==> src/mbc_pkg.sv <==
// Shared types, constants and helper functions for the mouse button chording block.
package mbc_pkg;

  localparam int WINDOW_BITS = 16;
  localparam int MAX_RES     = 5;
  localparam int CNT_W       = 3;
  localparam int CFG_W       = 16;
  localparam int Q_DEPTH     = 2;
  localparam int Q_PTR_W     = (Q_DEPTH > 1) ? $clog2(Q_DEPTH) : 1;
  localparam int Q_CNT_W     = $clog2(Q_DEPTH + 1);

  typedef logic [2:0] btn_t;
  typedef logic [1:0] cfg_idx_t;

  localparam cfg_idx_t REG_BUTTON_COUNT  = 2'd0;
  localparam cfg_idx_t REG_CHORDING_MODE = 2'd1;
  localparam cfg_idx_t REG_WINDOW_TICKS  = 2'd2;

  localparam logic [1:0] MODE_DEFAULT = 2'd0;
  localparam logic [1:0] MODE_OFF     = 2'd1;
  localparam logic [1:0] MODE_ON      = 2'd2;

  localparam logic ACT_EVENT = 1'b0;
  localparam logic ACT_TICK  = 1'b1;

  localparam logic [2:0]       BC_RESET   = 3'd3;
  localparam logic [1:0]       MODE_RESET = MODE_DEFAULT;
  localparam logic [CFG_W-1:0] WIN_RESET  = 16'd100;

  localparam btn_t BTN_MIN  = 3'd1;
  localparam btn_t BTN_MAX  = 3'd4;
  localparam btn_t VBTN_2   = 3'd2;
  localparam btn_t VBTN_3   = 3'd3;
  localparam btn_t VBTN_4   = 3'd4;
  localparam btn_t VBTN_5   = 3'd5;

  localparam logic [2:0] BC_TWO   = 3'd2;
  localparam logic [2:0] BC_THREE = 3'd3;
  localparam logic [2:0] BC_FOUR  = 3'd4;

  localparam logic [3:0] CHORD_12 = 4'b0011;
  localparam logic [3:0] CHORD_23 = 4'b0110;
  localparam logic [3:0] CHORD_13 = 4'b0101;

  localparam logic [32:0] WIN_MAX = (33'd1 << WINDOW_BITS) - 33'd1;

  typedef struct packed {
    logic [3:0] down;
    logic [3:0] ign;
    btn_t       saved;
    logic       sent;
  } chord_st_t;

  typedef struct packed {
    logic [CNT_W-1:0]       cnt;
    logic [MAX_RES-1:0][2:0] lb;
    logic [MAX_RES-1:0]     up;
  } plan_t;

  typedef struct packed {
    chord_st_t st;
    plan_t     plan;
  } work_t;

  function automatic logic [WINDOW_BITS-1:0] win_load(input logic [CFG_W-1:0] win);
    logic [32:0] w33;
    w33 = 33'(win);
    if (w33 > WIN_MAX) begin
      return WIN_MAX[WINDOW_BITS-1:0];
    end
    return w33[WINDOW_BITS-1:0];
  endfunction

  // Sends one virtual button through chord folding and the swap map.
  function automatic work_t mbc_put(input work_t w, input btn_t vb, input logic up,
                                    input logic [2:0] bc);
    work_t r;
    btn_t  v;
    btn_t  lb;
    logic  u;
    logic  drop;
    r    = w;
    v    = vb;
    u    = up;
    drop = 1'b0;
    lb   = vb;
    if (r.st.sent) begin
      if ((r.st.down & r.st.ign) != 4'd0) begin
        drop = 1'b1;
      end else if (r.st.ign != 4'd0) begin
        r.st.ign  = 4'd0;
        r.st.sent = 1'b0;
        v         = r.st.saved;
        u         = 1'b1;
      end
    end
    if (!drop) begin
      if (r.st.ign != 4'd0) begin
        r.st.sent = 1'b1;
      end
      if (v != 3'd0 && v <= VBTN_5) begin
        lb = v;
        if (bc == BC_TWO || bc == BC_FOUR) begin
          if (v == VBTN_2) begin
            lb = VBTN_3;
          end else if (v == VBTN_3) begin
            lb = VBTN_2;
          end
        end
        if (r.plan.cnt < CNT_W'(MAX_RES)) begin
          r.plan.lb[r.plan.cnt] = lb;
          r.plan.up[r.plan.cnt] = u;
          r.plan.cnt            = r.plan.cnt + 3'd1;
        end
      end
    end
    return r;
  endfunction

  // Releases every button that is down, the chord first.
  function automatic work_t mbc_release_all(input work_t w, input logic [2:0] bc);
    work_t r;
    r         = w;
    r.st.down = r.st.down & ~r.st.ign;
    if (r.st.ign != 4'd0) begin
      r = mbc_put(r, r.st.saved, 1'b1, bc);
    end
    for (int i = 0; i < 4; i++) begin
      if (r.st.down[i]) begin
        r = mbc_put(r, btn_t'(i + 1), 1'b1, bc);
      end
    end
    r.st.down = 4'd0;
    return r;
  endfunction

endpackage

==> src/mbc_front.sv <==
// Front end: configuration registers, button state and classification of each request.
module mbc_front (
  input  logic                  clk,
  input  logic                  rst_n,
  input  logic                  in_push,
  input  logic                  in_action,
  input  mbc_pkg::btn_t         in_button,
  input  logic                  in_is_release,
  input  logic                  q_full,
  output logic                  q_push,
  output mbc_pkg::plan_t        q_data,
  input  logic                  cfg_valid,
  output logic                  cfg_ready,
  input  mbc_pkg::cfg_idx_t     cfg_index,
  input  logic [mbc_pkg::CFG_W-1:0] cfg_wdata
);
  import mbc_pkg::*;

  logic [2:0]             bc_r;
  logic [1:0]             mode_r;
  logic [CFG_W-1:0]       win_r;
  chord_st_t              st_r;
  logic                   held_v_r, held_v_nxt;
  btn_t                   held_b_r, held_b_nxt;
  logic [WINDOW_BITS-1:0] wc_r, wc_nxt;

  work_t      w;
  logic       accept;
  logic       bad;
  logic       chord_on;
  logic [3:0] bit_m;
  logic [3:0] cur_m;
  btn_t       cv;
  logic [3:0] ig;

  assign cfg_ready = 1'b1;
  assign accept    = in_push && !q_full;
  assign chord_on  = (bc_r == BC_TWO && mode_r != MODE_OFF) || mode_r == MODE_ON;

  always_comb begin
    w.st       = st_r;
    w.plan     = '0;
    held_v_nxt = held_v_r;
    held_b_nxt = held_b_r;
    wc_nxt     = wc_r;
    bit_m      = 4'b0001 << (in_button - 3'd1);
    bad        = in_is_release ? ((st_r.down & bit_m) == 4'd0)
                               : ((st_r.down & bit_m) != 4'd0);
    cur_m      = in_is_release ? (st_r.down & ~bit_m) : (st_r.down | bit_m);
    cv         = 3'd0;
    ig         = 4'd0;
    if (cur_m == CHORD_12 && bc_r == BC_TWO) begin
      cv = VBTN_3;
      ig = CHORD_12;
    end else if (cur_m == CHORD_12 && bc_r == BC_THREE) begin
      cv = VBTN_4;
      ig = CHORD_12;
    end else if (cur_m == CHORD_23 && bc_r == BC_THREE) begin
      cv = VBTN_5;
      ig = CHORD_23;
    end else if (cur_m == CHORD_13 && bc_r == BC_FOUR) begin
      cv = VBTN_5;
      ig = CHORD_13;
    end
    if (in_action == ACT_TICK) begin
      if (held_v_r) begin
        if (wc_r <= WINDOW_BITS'(1)) begin
          held_v_nxt = 1'b0;
          wc_nxt     = '0;
          w          = mbc_put(w, held_b_r, 1'b0, bc_r);
        end else begin
          wc_nxt = wc_r - WINDOW_BITS'(1);
        end
      end
    end else if (in_button >= BTN_MIN && in_button <= BTN_MAX) begin
      if (held_v_r) begin
        held_v_nxt = 1'b0;
        wc_nxt     = '0;
        if (bad) begin
          w = mbc_put(w, held_b_r, 1'b0, bc_r);
          w = mbc_release_all(w, bc_r);
        end else begin
          w.st.down = cur_m;
          if (cv != 3'd0) begin
            w.st.ign   = ig;
            w.st.saved = cv;
            w          = mbc_put(w, cv, 1'b0, bc_r);
          end else begin
            w = mbc_put(w, held_b_r, 1'b0, bc_r);
            w = mbc_put(w, in_button, in_is_release, bc_r);
          end
        end
      end else if (bad) begin
        w = mbc_release_all(w, bc_r);
      end else begin
        w.st.down = cur_m;
        if (st_r.down == 4'd0 && $onehot(cur_m) && chord_on) begin
          held_v_nxt = 1'b1;
          held_b_nxt = in_button;
          wc_nxt     = win_load(win_r);
        end else begin
          w = mbc_put(w, in_button, in_is_release, bc_r);
        end
      end
    end
  end

  assign q_push = accept && (w.plan.cnt != '0);
  assign q_data = w.plan;

  always_ff @(posedge clk) begin
    if (!rst_n) begin
      bc_r     <= BC_RESET;
      mode_r   <= MODE_RESET;
      win_r    <= WIN_RESET;
      st_r     <= '0;
      held_v_r <= 1'b0;
      held_b_r <= '0;
      wc_r     <= '0;
    end else begin
      if (cfg_valid && cfg_ready) begin
        case (cfg_index)
          REG_BUTTON_COUNT:  bc_r   <= cfg_wdata[2:0];
          REG_CHORDING_MODE: mode_r <= cfg_wdata[1:0];
          REG_WINDOW_TICKS:  win_r  <= cfg_wdata;
          default: ;
        endcase
      end
      if (accept) begin
        st_r     <= w.st;
        held_v_r <= held_v_nxt;
        held_b_r <= held_b_nxt;
        wc_r     <= wc_nxt;
      end
    end
  end

endmodule

==> src/mbc_fifo.sv <==
// Short queue of result runs between the front end and the back end.
module mbc_fifo (
  input  logic           clk,
  input  logic           rst_n,
  input  logic           push,
  input  mbc_pkg::plan_t wdata,
  output logic           full,
  input  logic           pop,
  output mbc_pkg::plan_t rdata,
  output logic           empty
);
  import mbc_pkg::*;

  plan_t                mem_r [Q_DEPTH];
  logic [Q_PTR_W-1:0]   wr_ptr_r, wr_ptr_nxt;
  logic [Q_PTR_W-1:0]   rd_ptr_r, rd_ptr_nxt;
  logic [Q_CNT_W-1:0]   cnt_r, cnt_nxt;
  logic                 do_push, do_pop;

  assign full    = (cnt_r == Q_CNT_W'(Q_DEPTH));
  assign empty   = (cnt_r == '0);
  assign do_push = push && !full;
  assign do_pop  = pop && !empty;
  assign rdata   = mem_r[rd_ptr_r];

  always_comb begin
    wr_ptr_nxt = wr_ptr_r;
    rd_ptr_nxt = rd_ptr_r;
    cnt_nxt    = cnt_r;
    if (do_push) begin
      wr_ptr_nxt = (wr_ptr_r == Q_PTR_W'(Q_DEPTH - 1)) ? '0 : wr_ptr_r + Q_PTR_W'(1);
    end
    if (do_pop) begin
      rd_ptr_nxt = (rd_ptr_r == Q_PTR_W'(Q_DEPTH - 1)) ? '0 : rd_ptr_r + Q_PTR_W'(1);
    end
    if (do_push && !do_pop) begin
      cnt_nxt = cnt_r + Q_CNT_W'(1);
    end else if (do_pop && !do_push) begin
      cnt_nxt = cnt_r - Q_CNT_W'(1);
    end
  end

  always_ff @(posedge clk) begin
    if (!rst_n) begin
      wr_ptr_r <= '0;
      rd_ptr_r <= '0;
      cnt_r    <= '0;
    end else begin
      wr_ptr_r <= wr_ptr_nxt;
      rd_ptr_r <= rd_ptr_nxt;
      cnt_r    <= cnt_nxt;
    end
  end

  always_ff @(posedge clk) begin
    if (do_push) begin
      mem_r[wr_ptr_r] <= wdata;
    end
  end

endmodule

==> src/mbc_back.sv <==
// Back end: unrolls each queued run into single results in an output register.
module mbc_back (
  input  logic           clk,
  input  logic           rst_n,
  input  mbc_pkg::plan_t q_head,
  input  logic           q_empty,
  output logic           q_pop,
  input  logic           out_pop,
  output logic           out_empty,
  output mbc_pkg::btn_t  out_logical_button,
  output logic           out_up,
  output logic           out_last
);
  import mbc_pkg::*;

  logic             out_valid_r, out_valid_nxt;
  logic [CNT_W-1:0] idx_r, idx_nxt;
  btn_t             lb_r;
  logic             up_r;
  logic             last_r;
  logic             load;
  logic             el_last;

  assign load    = !q_empty && (!out_valid_r || out_pop);
  assign el_last = (idx_r == q_head.cnt - 3'd1);
  assign q_pop   = load && el_last;

  always_comb begin
    idx_nxt       = idx_r;
    out_valid_nxt = out_valid_r && !out_pop;
    if (load) begin
      idx_nxt       = el_last ? '0 : idx_r + 3'd1;
      out_valid_nxt = 1'b1;
    end
  end

  always_ff @(posedge clk) begin
    if (!rst_n) begin
      out_valid_r <= 1'b0;
      idx_r       <= '0;
    end else begin
      out_valid_r <= out_valid_nxt;
      idx_r       <= idx_nxt;
    end
  end

  always_ff @(posedge clk) begin
    if (load) begin
      lb_r   <= q_head.lb[idx_r];
      up_r   <= q_head.up[idx_r];
      last_r <= el_last;
    end
  end

  assign out_empty          = !out_valid_r;
  assign out_logical_button = lb_r;
  assign out_up             = up_r;
  assign out_last           = last_r;

endmodule

==> src/mouse_button_chording.sv <==
// Top level of the mouse button chording block.
// Usage: button transitions and time ticks enter as requests on the input queue
// port (in_push while in_full is low). Each request produces zero to five results,
// read from the output queue port: a result is on out_* while out_empty is low and
// is taken with out_pop. out_last marks the final result of one request.
// Configuration is written on the cfg_ channel (always ready): index 0 button
// count, 1 chording mode, 2 window length in ticks; write only while idle.
// A request's results are registered in the queue, then in the output register.
// Throughput: one request per cycle when each causes at most one result and the
// receiver pops every result; results leave at one per cycle while out_pop is high,
// set by the single output register of the back end. A run leaves the queue with
// its last result. The front end classifies a request combinationally and queues
// its results as one run in a two-entry queue; in_full rises when that queue is
// full. When the receiver stalls, the current result holds, the queue fills and in_full
// rises; nothing is lost. Reset restores the default configuration (three buttons,
// default mode, window of 100 ticks), clears the button state and empties both queues.
module mouse_button_chording (
  input  logic                      clk,
  input  logic                      rst_n,
  input  logic                      in_push,
  output logic                      in_full,
  input  logic                      in_action,
  input  mbc_pkg::btn_t             in_button,
  input  logic                      in_is_release,
  output logic                      out_empty,
  input  logic                      out_pop,
  output mbc_pkg::btn_t             out_logical_button,
  output logic                      out_up,
  output logic                      out_last,
  input  logic                      cfg_valid,
  output logic                      cfg_ready,
  input  mbc_pkg::cfg_idx_t         cfg_index,
  input  logic [mbc_pkg::CFG_W-1:0] cfg_wdata
);
  import mbc_pkg::*;

  plan_t q_wdata, q_rdata;
  logic  q_push, q_full, q_pop, q_empty;

  assign in_full = q_full;

  mbc_front u_front (
    .clk          (clk),
    .rst_n        (rst_n),
    .in_push      (in_push),
    .in_action    (in_action),
    .in_button    (in_button),
    .in_is_release(in_is_release),
    .q_full       (q_full),
    .q_push       (q_push),
    .q_data       (q_wdata),
    .cfg_valid    (cfg_valid),
    .cfg_ready    (cfg_ready),
    .cfg_index    (cfg_index),
    .cfg_wdata    (cfg_wdata)
  );

  mbc_fifo u_fifo (
    .clk  (clk),
    .rst_n(rst_n),
    .push (q_push),
    .wdata(q_wdata),
    .full (q_full),
    .pop  (q_pop),
    .rdata(q_rdata),
    .empty(q_empty)
  );

  mbc_back u_back (
    .clk               (clk),
    .rst_n             (rst_n),
    .q_head            (q_rdata),
    .q_empty           (q_empty),
    .q_pop             (q_pop),
    .out_pop           (out_pop),
    .out_empty         (out_empty),
    .out_logical_button(out_logical_button),
    .out_up            (out_up),
    .out_last          (out_last)
  );

endmodule

==> config.mk <==
export PLATFORM = sky130hd
export DESIGN_NAME = mouse_button_chording
export DESIGN_NICKNAME = d
export VERILOG_FILES = /design/src/mbc_pkg.sv /design/src/mbc_front.sv /design/src/mbc_fifo.sv /design/src/mbc_back.sv /design/src/mouse_button_chording.sv
export SDC_FILE = /design/constraint.sdc
export NUM_CORES = 1
export LEC_CHECK = 0
export ABC_AREA = 1
export BUFFER_PORTS_ARGS = -buffer_cell sky130_fd_sc_hd__buf_4
export CAP_MARGIN = 10
export CORE_MARGIN = 3
export CORE_UTILIZATION = 55
export DETAILED_ROUTE_END_ITERATION = 8
export PLACE_DENSITY = 0.72
export SLEW_MARGIN = 10
export SYNTH_ARGS = -nofsm -noshare
export SYNTH_HDL_FRONTEND = slang
export SYNTH_SLANG_ARGS = --single-unit
export TNS_END_PERCENT = 5
==> constraint.sdc <==
create_clock -name clk -period 7.8 [get_ports clk]
set_clock_uncertainty 0.05 [all_clocks]
set_input_delay 0 -clock clk [delete_from_list [all_inputs] [get_ports clk]]
set_output_delay 0 -clock clk [all_outputs]
set_load 0.02 [all_outputs]
==> flow_summary.ini <==
[synth]
synth_cell_types = 63
synth_warnings = 0
synth_top_area_share = 0.184
syn_avg_cell_area_um2 = 7.09
synth_ff_type = dfxtp_1
synth_edf_count = 51
synthTopCellsByArea = edfxtp_1, dfxtp_1, nand2_1
synthCells = 1175
ys_async_sr_fraction = 0
synth_fa_ha_area_frac = 0.0474
seq_area_frac_synth = 0.333
ys_ff_latch = 113
synth_nets = 1234
synth_top_family_by_area = simple AND/OR/NAND/NOR gates
synth-xor-area-share = 0.0221
synth_mux_area_frac = 0.0132
yosysTopAreaCell = edfxtp_1
synth_compound_area_frac = 0.227
synthSimpleGateAreaFrac = 0.260
synth_area_um2 = 8330

[placed_design]
dp_hpwl_um = 17500
portBuffers = 34
globalplace.congestion = 1.09

[cts]
cts_root_buf = clkbuf_16
cts_tree = done
cts_sinks = 113
htreeDepth = 4
numCtsBuffers = 17
postCtsSetupBuffers = 0
clk_pin_slew_ns = 0.06
cts_resized = 0
cts_buffer_depth = 2
insertion_delay_ns = 0.42

[run]
maxCapViolCount = 0

[layout]
syn2layout_area_growth_pct = 17.0
fillers = 1273
utilization = 0.663
antennaDiodeCount = 0
drive_gt1_frac = 0.109
fin_nets = 1299

[setup_path]
cp_slowest_cell = inv_1
path_common_cell = nand2_1
end_kind = flop
cp_top_family = simple AND/OR/NAND/NOR gates
path_class = flop to flop
critPathLaunchType = flop
cp_num_buf_inv = 7
cp_data_required_time_ns = 7.79
critPathMaxStageDelay_ns = 0.68
worstPathMaxFanout = 23
arrival_ns = 6.22

[routing]
drtIter0Drc = 942
totalWireLength_um = 24900
post_drt_wl_per_cell_um = 17.3
drt_first_pass_iters = 6
vias = 8615
vias_per_cell = 6.00
detail-route-antenna-nets = 0
drcViolationCount = 0

[floorplanning]
die_h_um = 129
die_w_um = 129
fp-row-count = 44
initial_core_util = 0.567
io_pins = 36
core_area_um2 = 14700
dieArea_um2 = 16700

[timing]
slew_viol_final = 0
fmax_ghz = 0.160
fin_setup_tns_ns = 0
final_hold_viol_count = 0
setup_viol = 0
post-route-period-util = 0.799
relSlewSlack = 0.277
tightest_slew_ns = 1.08
period_needed_ns = 6.23
rsz0062_at_grt = false

[run_status]
status = finished clean

[power]
ir_drop_mv = 0.162
total_power_mw = 1.94
power-per-cell-area_nw_per_um2 = 199
leakage_nw = 4.19

[global_routing]
antenna_found_initial = 0
grt_pass1_vias = 7832
grt.overflow.total = 0
grt_pass1_wl_um = 39900
track_usage = 0.301
grt_max_degree = 39

[worst_hold_path]
hp-class = primary input to flop
## report_power, final
group / switching (mW) / internal, mW
Clock: 0.309 / 0.481
Sequential: 0.0257 / 0.645
Combinational: 0.320 / 0.161
Total: 0.655 / 1.29
## per-layer routing
metal	up-vias	global-route usage	routed length (um)
met5	-	0	0
met4	0	0.128	1020
met2	384	0.473	11300
met1	3970	0.406	10700
li1	4187	-	-
met3	74	0.0589	1920
## layout make-up
cell class	count	area (um2)	area share
Clock buffer	17	425	0.0436
Clock inverter	15	176	0.0181
Inverter	170	641	0.0657
Multi-Input combinational cell	855	4760	0.488
Sequential cell	113	2770	0.284
Tap cell	184	230	0.0236
Timing Repair Buffer	83	748	0.0767
## final timing paths
check / start / end / slack, ns / cells after the start
min: cfg_valid / u_front.bc_r[2]$_SDFFE_PN0P_ / 0.07 / 4
max reg2reg: u_front.st_r[5]$_SDFFE_PN0P_ / u_fifo.mem_r[1][12]$_DFFE_PP_ / 1.57 / 34
min reg2reg: u_front.win_r[14]$_SDFFE_PN0P_ / u_front.win_r[14]$_SDFFE_PN0P_ / 0.42 / 2
max: u_front.st_r[5]$_SDFFE_PN0P_ / u_fifo.mem_r[1][12]$_DFFE_PP_ / 1.57 / 34
## sequential cells by signal (all words and copies together) (netlist names), named ones only
signal                     count
u_front.win_r                 16
u_back.idx_r                   3
u_front.st_r                  12
u_back.out_up                  1
u_front.bc_r                   3
u_front.held_b_r               3
u_front.mode_r                 2
u_front.wc_r                  16
u_fifo.rd_ptr_r                1
u_fifo.mem_r                  46
u_back.out_valid_r             1
u_front.held_v_r               1
u_fifo.wr_ptr_r                1
u_back.out_logical_button      3
u_fifo.cnt_r                   2
u_back.out_last                1
## kinds of logic (layout without fill, tap and decap cells)
group / after synthesis / in the layout
AND/OR/NAND/NOR: 486 / 486
adder cells (fa/ha/maj): 31 / 31
other: 1 / 1
flip-flops: 113 / 113
XOR/XNOR: 21 / 21
buffers and inverters: 207 / 285
AO/OA/AOI/OAI: 305 / 305
multiplexers: 11 / 11
## synth_stat cells, types with 12 or more instances
master	instances
a211oi_1	17
a21oi_1	71
clkbuf_1	28
dfxtp_1	62
edfxtp_1	51
ha_1	30
inv_1	150
inv_2	15
nand2_1	191
nand2_2	16
nand3_1	63
nand4_1	23
nor2_1	143
nor3_1	26
o211ai_1	15
o21ai_0	94
o21ai_1	16
o22ai_1	12
xor2_1	18
## cells in the final DEF, fill, tap and decap left out, types with 4 or more instances in the layout
cell type	n
dfxtp_1	62
nand3_1	63
a221oi_1	11
clkbuf_16	17
clkinv_4	5
nand2_2	16
o2111ai_1	5
nand2_1	191
inv_1	150
o211ai_1	15
o21ai_0	94
mux2i_1	11
ha_1	30
o21ai_1	16
dlygate4sd3_1	42
nor3_1	26
inv_2	15
nand3_2	4
a22oi_1	4
or2_2	4
o21ai_2	6
a211oi_1	17
nand4_1	23
a21oi_1	71
o21a_1	4
edfxtp_1	51
nor2_1	142
o221ai_1	11
o22ai_1	12
xor2_1	18
o31ai_1	5
a31oi_1	11
nor2_2	7
clkinv_1	4
buf_4	40
## per-stage QoR
stage | setup WS (ns) | instance area (um2) | cells | hold slack (ns)
after CTS | 1.43 | 9720 | 1436 | 0.000704
after floorplan | 2.02 | 8330 | 1175 | 0.0763
after global routing | 1.01 | 9750 | 1437 | 0.0876
after detailed placement | 1.48 | 8700 | 1362 | 0.165
final | 1.57 | 9750 | 1437 | 0.0679
after global placement | 1.63 | 8700 | 1362 | 0.167
## worst min-delay path, cell delays in order
cell and delay [ns]:
buf_4 0.11, inv_1 0.09, nor3_1 0.12, a21oi_1 0.17
## what timing repair did
| item | CTS | global route |
|---|---|---|
| hold endpoints to repair | 40 | 0 |
| setup endpoints to repair | 0 | 0 |
| hold buffers | 42 | 0 |
Power figures use the tool's default switching activity.
